**config.mk**
```make
export PLATFORM = sky130hd
export DESIGN_NAME = aabb_tile_collision_accumulator
export DESIGN_NICKNAME = d
export VERILOG_FILES = /design/src/rtl/atca_pkg.sv /design/src/rtl/atca_tile_eval.sv /design/src/rtl/aabb_tile_collision_accumulator.sv
export SDC_FILE = /design/constraint.sdc
export NUM_CORES = 2
export LEC_CHECK = 0
export ABC_AREA = 1
export BUFFER_PORTS_ARGS = -buffer_cell sky130_fd_sc_hd__buf_4
export CAP_MARGIN = 20
export CORE_AREA = 2 2 316 224
export DETAILED_ROUTE_END_ITERATION = 12
export DIE_AREA = 0 0 318 226
export PLACE_DENSITY = 0.67
export REMOVE_ABC_BUFFERS = 1
export SLEW_MARGIN = 10
export SYNTH_ARGS = -nofsm -noshare
export SYNTH_HDL_FRONTEND = slang
export SYNTH_SLANG_ARGS = --single-unit
```
**constraint.sdc**
```tcl
create_clock -name i_clk -period 24.7 [get_ports i_clk]
set_input_delay 1.235 -clock i_clk [delete_from_list [all_inputs] [get_ports i_clk]]
set_output_delay 1.235 -clock i_clk [all_outputs]
set_load 0.02 [all_outputs]
```
**src/rtl/atca_pkg.sv**
```systemverilog
// Package for the tile collision accumulator: default widths, fixed-point
// constants, configuration register indexes and the shared evaluation flags.
// No dependencies.
`timescale 1ns / 1ps
`default_nettype none

package atca_pkg;

    // Default field widths.
    localparam int KIND_BITS_DEF  = 8;
    localparam int COORD_BITS_DEF = 24;

    // Q.8 constants: one unit of horizontal shrink and the side margin of 50.
    localparam int SHRINK_Q8 = 256;
    localparam int MARGIN_Q8 = 12800;

    // Guard bits added to the coordinate width for internal sums.
    localparam int GUARD_BITS = 6;

    // Configuration register indexes.
    localparam logic [1:0] CFG_ENTITY_LEFT   = 2'd0;
    localparam logic [1:0] CFG_ENTITY_TOP    = 2'd1;
    localparam logic [1:0] CFG_ENTITY_WIDTH  = 2'd2;
    localparam logic [1:0] CFG_ENTITY_HEIGHT = 2'd3;

    // Side bit positions in the side mask.
    localparam int SIDE_LEFT  = 0;
    localparam int SIDE_RIGHT = 1;
    localparam int SIDE_UP    = 2;
    localparam int SIDE_DOWN  = 3;

    // Result of evaluating one tile against the entity box.
    typedef struct packed {
        logic       hit;
        logic [3:0] side;
    } t_eval_flags;

endpackage : atca_pkg

`default_nettype wire

```
**src/rtl/atca_tile_eval.sv**
```systemverilog
// Per-tile evaluation: intersection test, side selection and overlap value.
// Purely combinational; depends on atca_pkg.
`timescale 1ns / 1ps
`default_nettype none

module atca_tile_eval
    import atca_pkg::*;
#(
    parameter int COORD_BITS = COORD_BITS_DEF
) (
    input  wire logic signed [COORD_BITS-1:0]          i_entity_left,
    input  wire logic signed [COORD_BITS-1:0]          i_entity_top,
    input  wire logic        [COORD_BITS-2:0]          i_entity_width,
    input  wire logic        [COORD_BITS-2:0]          i_entity_height,
    input  wire logic signed [COORD_BITS-1:0]          i_tile_left,
    input  wire logic signed [COORD_BITS-1:0]          i_tile_top,
    input  wire logic        [COORD_BITS-2:0]          i_tile_width,
    input  wire logic        [COORD_BITS-2:0]          i_tile_height,
    input  wire logic                                  i_tile_solid,
    output t_eval_flags                                o_flags,
    output logic signed [COORD_BITS+GUARD_BITS-1:0]    o_overlap
);

    localparam int W = COORD_BITS + GUARD_BITS;

    logic signed [W-1:0] el, et, er, eb;
    logic signed [W-1:0] tl, tt, tr, tb;
    logic signed [W-1:0] sa, sb, sx0, sx1;
    logic signed [W-1:0] x_lo, x_hi, y_lo, y_hi;
    logic signed [W-1:0] ov_l, ov_r, ov_u, ov_d;
    logic signed [W-1:0] h_ovl, v_ovl;
    logic                hit;
    logic [3:0]          side;

    // Widen all edges to the internal width.
    assign el = {{(W-COORD_BITS){i_entity_left[COORD_BITS-1]}}, i_entity_left};
    assign et = {{(W-COORD_BITS){i_entity_top[COORD_BITS-1]}}, i_entity_top};
    assign er = el + {{(W-COORD_BITS+1){1'b0}}, i_entity_width};
    assign eb = et + {{(W-COORD_BITS+1){1'b0}}, i_entity_height};
    assign tl = {{(W-COORD_BITS){i_tile_left[COORD_BITS-1]}}, i_tile_left};
    assign tt = {{(W-COORD_BITS){i_tile_top[COORD_BITS-1]}}, i_tile_top};
    assign tr = tl + {{(W-COORD_BITS+1){1'b0}}, i_tile_width};
    assign tb = tt + {{(W-COORD_BITS+1){1'b0}}, i_tile_height};

    // Shrunk horizontal span of the tile, with edges ordered for narrow tiles.
    assign sa  = tl + W'(SHRINK_Q8);
    assign sb  = tr - W'(SHRINK_Q8);
    assign sx0 = (sa < sb) ? sa : sb;
    assign sx1 = (sa > sb) ? sa : sb;

    // Strict intersection on both axes; empty boxes fall out naturally.
    assign x_lo = (el > sx0) ? el : sx0;
    assign x_hi = (er < sx1) ? er : sx1;
    assign y_lo = (et > tt) ? et : tt;
    assign y_hi = (eb < tb) ? eb : tb;
    assign hit  = i_tile_solid && (x_lo < x_hi) && (y_lo < y_hi);

    // Candidate overlaps for side selection.
    assign ov_l = tr - el + W'(MARGIN_Q8);
    assign ov_r = er - tl + W'(MARGIN_Q8);
    assign ov_u = tb - et;
    assign ov_d = eb - tt;

    // Largest overlap wins; ties go to the earlier side in left, right, up, down.
    always_comb begin
        side = '0;
        if ((ov_l >= ov_r) && (ov_l >= ov_u) && (ov_l >= ov_d)) begin
            side[SIDE_LEFT] = 1'b1;
        end else if ((ov_r >= ov_u) && (ov_r >= ov_d)) begin
            side[SIDE_RIGHT] = 1'b1;
        end else if (ov_u >= ov_d) begin
            side[SIDE_UP] = 1'b1;
        end else begin
            side[SIDE_DOWN] = 1'b1;
        end
    end

    // Vertical overlap when up is chosen, else horizontal; edge-order rule.
    assign h_ovl = (el < tl) ? (er - tl) : (tr - el);
    assign v_ovl = (et < tt) ? (eb - tt) : (tb - et);

    assign o_flags.hit  = hit;
    assign o_flags.side = side;
    assign o_overlap    = side[SIDE_UP] ? v_ovl : h_ovl;

endmodule : atca_tile_eval

`default_nettype wire

```
**src/rtl/aabb_tile_collision_accumulator.sv**
```systemverilog
// Top level of the tile collision accumulator: configuration registers, input
// stage, accumulators and result register. Depends on atca_pkg and atca_tile_eval.
//
// Usage: write the entity box through the configuration channel (index 0 left,
// 1 top, 2 width, 3 height) while no pass is in flight; the port is always ready.
// Then stream tile beats on the input channel, one per cycle if desired. Each
// beat is registered, evaluated against the entity box from that register and
// folded into the running side, kind and minimum-overlap totals. A beat with
// last_tile set emits one result beat holding the totals including that tile,
// and the totals are cleared for the next pass.
// Throughput: one tile per cycle while no last tile is held back. A result beat
// passes through the input register, then the result register. When the
// receiver stalls, the result waits in the output register; tiles that are not
// last keep flowing, and a further last tile holds in the input register until
// the output register frees. Reset clears the entity box to zero, the totals to
// zero and the overlap minimums to the none value, and empties both stages.
`timescale 1ns / 1ps
`default_nettype none

module aabb_tile_collision_accumulator
    import atca_pkg::*;
#(
    parameter int KIND_BITS  = KIND_BITS_DEF,
    parameter int COORD_BITS = COORD_BITS_DEF
) (
    input  wire logic                         i_clk,
    input  wire logic                         i_rst_n,
    // Configuration write channel.
    input  wire logic                         i_cfg_valid,
    output logic                              o_cfg_ready,
    input  wire logic [1:0]                   i_cfg_index,
    input  wire logic [COORD_BITS-1:0]        i_cfg_data,
    // Tile input channel.
    input  wire logic                         i_in_valid,
    output logic                              o_in_ready,
    input  wire logic signed [COORD_BITS-1:0] i_tile_left,
    input  wire logic signed [COORD_BITS-1:0] i_tile_top,
    input  wire logic [COORD_BITS-2:0]        i_tile_width,
    input  wire logic [COORD_BITS-2:0]        i_tile_height,
    input  wire logic                         i_tile_solid,
    input  wire logic [KIND_BITS-1:0]         i_tile_kind_bits,
    input  wire logic                         i_last_tile,
    // Result channel.
    output logic                              o_out_valid,
    input  wire logic                         i_out_ready,
    output logic [KIND_BITS-1:0]              o_hit_kinds,
    output logic [3:0]                        o_hit_sides,
    output logic signed [COORD_BITS+1:0]      o_min_horizontal_overlap,
    output logic signed [COORD_BITS+1:0]      o_min_vertical_overlap
);

    localparam int W  = COORD_BITS + GUARD_BITS;
    localparam int OW = COORD_BITS + 2;
    localparam logic signed [OW-1:0] OVL_NONE = {1'b0, {(OW-1){1'b1}}};

    // Configuration registers.
    logic signed [COORD_BITS-1:0] r_entity_left, r_entity_top;
    logic [COORD_BITS-2:0]        r_entity_width, r_entity_height;

    // Input stage.
    logic                         r_s1_valid;
    logic signed [COORD_BITS-1:0] r_tile_left, r_tile_top;
    logic [COORD_BITS-2:0]        r_tile_width, r_tile_height;
    logic                         r_tile_solid;
    logic [KIND_BITS-1:0]         r_tile_kind_bits;
    logic                         r_last_tile;

    // Running totals.
    logic [3:0]           r_side_accum, n_side_accum;
    logic [KIND_BITS-1:0] r_kind_accum, n_kind_accum;
    logic signed [OW-1:0] r_min_horiz, n_min_horiz;
    logic signed [OW-1:0] r_min_vert, n_min_vert;

    // Result register.
    logic                 r_out_valid;
    logic [KIND_BITS-1:0] r_hit_kinds;
    logic [3:0]           r_hit_sides;
    logic signed [OW-1:0] r_min_h_out, r_min_v_out;

    t_eval_flags          eval_flags;
    logic signed [W-1:0]  eval_overlap;
    logic signed [W-1:0]  min_h_wide, min_v_wide;
    logic                 out_free, s1_advance, emit;

    // Configuration port never stalls.
    assign o_cfg_ready = 1'b1;

    always_ff @(posedge i_clk) begin
        if (!i_rst_n) begin
            r_entity_left   <= '0;
            r_entity_top    <= '0;
            r_entity_width  <= '0;
            r_entity_height <= '0;
        end else if (i_cfg_valid) begin
            unique case (i_cfg_index)
                CFG_ENTITY_LEFT:   r_entity_left   <= i_cfg_data;
                CFG_ENTITY_TOP:    r_entity_top    <= i_cfg_data;
                CFG_ENTITY_WIDTH:  r_entity_width  <= i_cfg_data[COORD_BITS-2:0];
                CFG_ENTITY_HEIGHT: r_entity_height <= i_cfg_data[COORD_BITS-2:0];
                default:           ;
            endcase
        end
    end

    // Handshake: a last tile needs a free result register to move on.
    assign out_free   = !r_out_valid || i_out_ready;
    assign s1_advance = r_s1_valid && (!r_last_tile || out_free);
    assign emit       = s1_advance && r_last_tile;
    assign o_in_ready = !r_s1_valid || s1_advance;

    // Input register.
    always_ff @(posedge i_clk) begin
        if (!i_rst_n) begin
            r_s1_valid <= 1'b0;
        end else if (o_in_ready) begin
            r_s1_valid <= i_in_valid;
        end
    end

    always_ff @(posedge i_clk) begin
        if (o_in_ready && i_in_valid) begin
            r_tile_left      <= i_tile_left;
            r_tile_top       <= i_tile_top;
            r_tile_width     <= i_tile_width;
            r_tile_height    <= i_tile_height;
            r_tile_solid     <= i_tile_solid;
            r_tile_kind_bits <= i_tile_kind_bits;
            r_last_tile      <= i_last_tile;
        end
    end

    atca_tile_eval #(
        .COORD_BITS (COORD_BITS)
    ) u_eval (
        .i_entity_left   (r_entity_left),
        .i_entity_top    (r_entity_top),
        .i_entity_width  (r_entity_width),
        .i_entity_height (r_entity_height),
        .i_tile_left     (r_tile_left),
        .i_tile_top      (r_tile_top),
        .i_tile_width    (r_tile_width),
        .i_tile_height   (r_tile_height),
        .i_tile_solid    (r_tile_solid),
        .o_flags         (eval_flags),
        .o_overlap       (eval_overlap)
    );

    assign min_h_wide = {{(W-OW){r_min_horiz[OW-1]}}, r_min_horiz};
    assign min_v_wide = {{(W-OW){r_min_vert[OW-1]}}, r_min_vert};

    // Fold the evaluated tile into the totals.
    always_comb begin
        n_side_accum = r_side_accum;
        n_kind_accum = r_kind_accum;
        n_min_horiz  = r_min_horiz;
        n_min_vert   = r_min_vert;
        if (eval_flags.hit) begin
            n_side_accum = r_side_accum | eval_flags.side;
            n_kind_accum = r_kind_accum | r_tile_kind_bits;
            if (eval_flags.side[SIDE_UP]) begin
                if (eval_overlap < min_v_wide) begin
                    n_min_vert = eval_overlap[OW-1:0];
                end
            end else begin
                if (eval_overlap < min_h_wide) begin
                    n_min_horiz = eval_overlap[OW-1:0];
                end
            end
        end
    end

    // Totals update; a last tile clears them as its result is captured.
    always_ff @(posedge i_clk) begin
        if (!i_rst_n) begin
            r_side_accum <= '0;
            r_kind_accum <= '0;
            r_min_horiz  <= OVL_NONE;
            r_min_vert   <= OVL_NONE;
        end else if (emit) begin
            r_side_accum <= '0;
            r_kind_accum <= '0;
            r_min_horiz  <= OVL_NONE;
            r_min_vert   <= OVL_NONE;
        end else if (s1_advance) begin
            r_side_accum <= n_side_accum;
            r_kind_accum <= n_kind_accum;
            r_min_horiz  <= n_min_horiz;
            r_min_vert   <= n_min_vert;
        end
    end

    // Result register.
    always_ff @(posedge i_clk) begin
        if (!i_rst_n) begin
            r_out_valid <= 1'b0;
        end else if (emit) begin
            r_out_valid <= 1'b1;
        end else if (i_out_ready) begin
            r_out_valid <= 1'b0;
        end
    end

    always_ff @(posedge i_clk) begin
        if (emit) begin
            r_hit_kinds <= n_kind_accum;
            r_hit_sides <= n_side_accum;
            r_min_h_out <= n_min_horiz;
            r_min_v_out <= n_min_vert;
        end
    end

    assign o_out_valid              = r_out_valid;
    assign o_hit_kinds              = r_hit_kinds;
    assign o_hit_sides              = r_hit_sides;
    assign o_min_horizontal_overlap = r_min_h_out;
    assign o_min_vertical_overlap   = r_min_v_out;

endmodule : aabb_tile_collision_accumulator

`default_nettype wire
```
==> qor.csv <==
metric,value,unit
place.detailed.instances,5770,
path_clk_slew,60,ps
via_count,32400,
ys_seq_area_share,24.1,%
crit_arrival,13550,ps
cts-root-buf,clkbuf_16,
grt_pass1_wl,169,mm
stdcell_count,5845,
routed_wl,110,mm
worst_setup_path_start_kind,register,
route.detailed.drc,0,
synth_area_leader_cell,ha_1,
synth_commonest_cells,"nand2_1 (1184), ha_1 (617), inv_1 (592)",
worst-r2r-cell-count,59,
maxCapViolations,0,
post_cts_resized,0,
fin_area,37800,µm²
start_util,49.5,%
setup_tns,0,ps
hold_depth,2,
worstHoldStart,r_entity_height[17],
die_w,318,µm
fin_crit,13020,ps
multi_input_area,23100,µm²
worst_pin_slew,1350,ps
grt_max_degree,95,
synth_cell_types,58,
status,"complete, no violations",
yosysWarnings,0,
slowest_stage,buf_4,
ant_nets,0,
synthFlopType,edfxtp_1,
finalHoldViolCount,0,
grt_pass1_vias,28700,
crit_required,25230,ps
async_reset_ff_share,0,%
holdCritPathClass,register to register,
dr.pass1.iters,5,
rows,81,
power.leakage,19.0,nW
synthesis.area,34200,µm²
cts.sinks,328,
portBuffers,200,
place.gp.congestion,1.04,
vias_per_cell,5.54,
finalCritPeriodShare,52.7,%
max_slew_margin,9.52,%
ios,202,
design.core.area,69000,µm²
post-cts-setup-buffer-count,0,
post_drt_wl_per_cell,18.9,µm
synth_area_leaders,"ha_1 (23%), edfxtp_1 (15%), nand2_1 (13%)",
die_height,226,µm
setup_viol,0,
slowest_delay,790,ps
overflow,0,
synthCells,4763,
path_class,register to register,
cts.path.max_buffers,3,
yosysMostFrequentCell,nand2_1,
num-fill-cells,6701,
synth-edff-count,168,
htree_num_levels,2,
p_per_area,105,nW/µm²
syn_area_per_cell,7.18,µm²
drive_above_1_share,7.14,%
place.detailed.hpwl,89.8,mm
critPathLaunch,r_entity_left[1],
slew_violations,0,
setup.worst_path.end_class,register,
nNetsFinal,5658,
cp_max_fo,94,
ys_ff_latch,328,
cts_made_buffers,37,
clock_latency,590,ps
regToRegStartpoint,r_entity_left[1],
dpl-instance-area,36500,µm²
antenna_found_initial,6,
cts_tree,done,
synth_top_area_share,22.6,%
regArea,8250,µm²
rsz0062_at_grt,no,
ctsHoldBuffers,0,
drtIter0Drc,3353,
syn2layout_area_growth,10.4,%
clock_skew,27.2,ps
ir_worst_vdd,87.8,µV
grt_util_all_layers,30.2,%
max_freq,76.8,MHz
die_area,71900,µm²
final cells by class:
| class | instances | area share, % |
|---|---|---|
| clock buffers | 49 | 2.69 |
| diodes | 5 | 0.0331 |
| clock inverters | 19 | 0.457 |
| flip-flops and latches | 328 | 21.8 |
| repair buffers | 230 | 4.57 |
| well taps | 913 | 3.03 |
| multi-input cells | 3692 | 61.3 |
| inverters | 609 | 6.06 |
worst max-delay path: cells and delay by family, from the launching register on:
kind            cells  cell delay, ps
compound gates     26            5070
xor+xnor            3             770
fa+ha+maj           4            1330
buf+inv             6            1640
flops               1             500
simple gates       20            3570
kinds of logic after synthesis:
| kind of cell | Yosys count | synth area share, % |
|---|---|---|
| muxes | 1 | 0.0293 |
| and+or+nand+nor | 1731 | 21.3 |
| DFF | 328 | 24.1 |
| buffers and inverters | 743 | 8.24 |
| AOI/OAI and AO/OA | 1122 | 17.8 |
| xor gates and xnor gates | 212 | 5.43 |
| adders and majority gates | 625 | 23.1 |
| other | 1 | 0.0110 |
per-stage QoR:
| step | worst slack [ps] | utilization [%] | total power [mW] | hold WS [ps] |
|---|---|---|---|---|
| floorplan | 13150 | - | 2.54 | 427 |
| global placement | 12370 | 52.9 | 3.32 | 440 |
| detailed placement | 11960 | 52.9 | 3.34 | 441 |
| CTS | 11890 | 54.7 | 3.92 | 451 |
| global route | 10400 | 54.7 | 4.36 | 466 |
| finish | 11680 | 54.7 | 3.98 | 450 |
flip-flops by register name (all words and copies together) (netlist names), 23 cells and up:
signal and flops:
o_min_horizontal_overlap 26, o_min_vertical_overlap 26, r_min_horiz 26, r_min_vert 26, r_tile_width 23, r_tile_top 24
r_entity_top 24, r_entity_left 24, r_tile_left 24, r_tile_height 23, r_entity_width 23, r_entity_height 23
placed cells by master (no fill, tap or decap), types with 6 or more instances in the layout:
master     synthesis  layout
nand2_1         1184    1183
buf_4              1     228
o21a_1            16      16
o21ai_2            8       8
o21bai_1          11      11
nand3_1          177     177
a21boi_0           7       7
edfxtp_1         168     168
xnor2_1           54      53
fa_1               8       8
a21oi_1          506     506
nor2_1           166     164
dfxtp_1          160     160
o2111ai_1         13      13
a21o_1             9       9
o211ai_1          45      45
a31oi_1            7       7
clkbuf_16          0      38
o21ai_0          451     451
o221ai_1           7       7
nor4_1            21      21
nand4_1          108     108
nor3_1            26      26
nand2_2            6       6
ha_1             617     617
inv_1            592     589
inv_2             15      17
a211oi_1          18      18
nor2_2             5       6
nand3b_1          11      11
nand3_2            6       6
xor2_1           158     158
clkbuf_1         102       7
routing by layer:
metal	part of all wire [%]	GRT usage (%)	vias up
met5	0	0	-
met4	1.5	5.82	0
met3	9.8	6.45	91
met2	39	42.1	1170
met1	50	47.1	14600
li1	-	-	16500
report_power, final:
group / leakage [nW] / total (mW) / switching (mW) / internal (mW)
Combinational: 15.5 / 2.76 / 1.87 / 0.889
Sequential: 2.91 / 0.658 / 0.0286 / 0.630
Clock: 0.581 / 0.558 / 0.252 / 0.306
Total: 19.0 / 3.98 / 2.15 / 1.82
path summary, 6_finish.rpt:
check                   endpoint  slack, ps
max               r_min_vert[12]      11680
min reg2reg  r_entity_height[17]        450
max reg2reg       r_min_vert[12]      11680
min          r_entity_height[17]        450
Power figures use the tool's default switching activity.
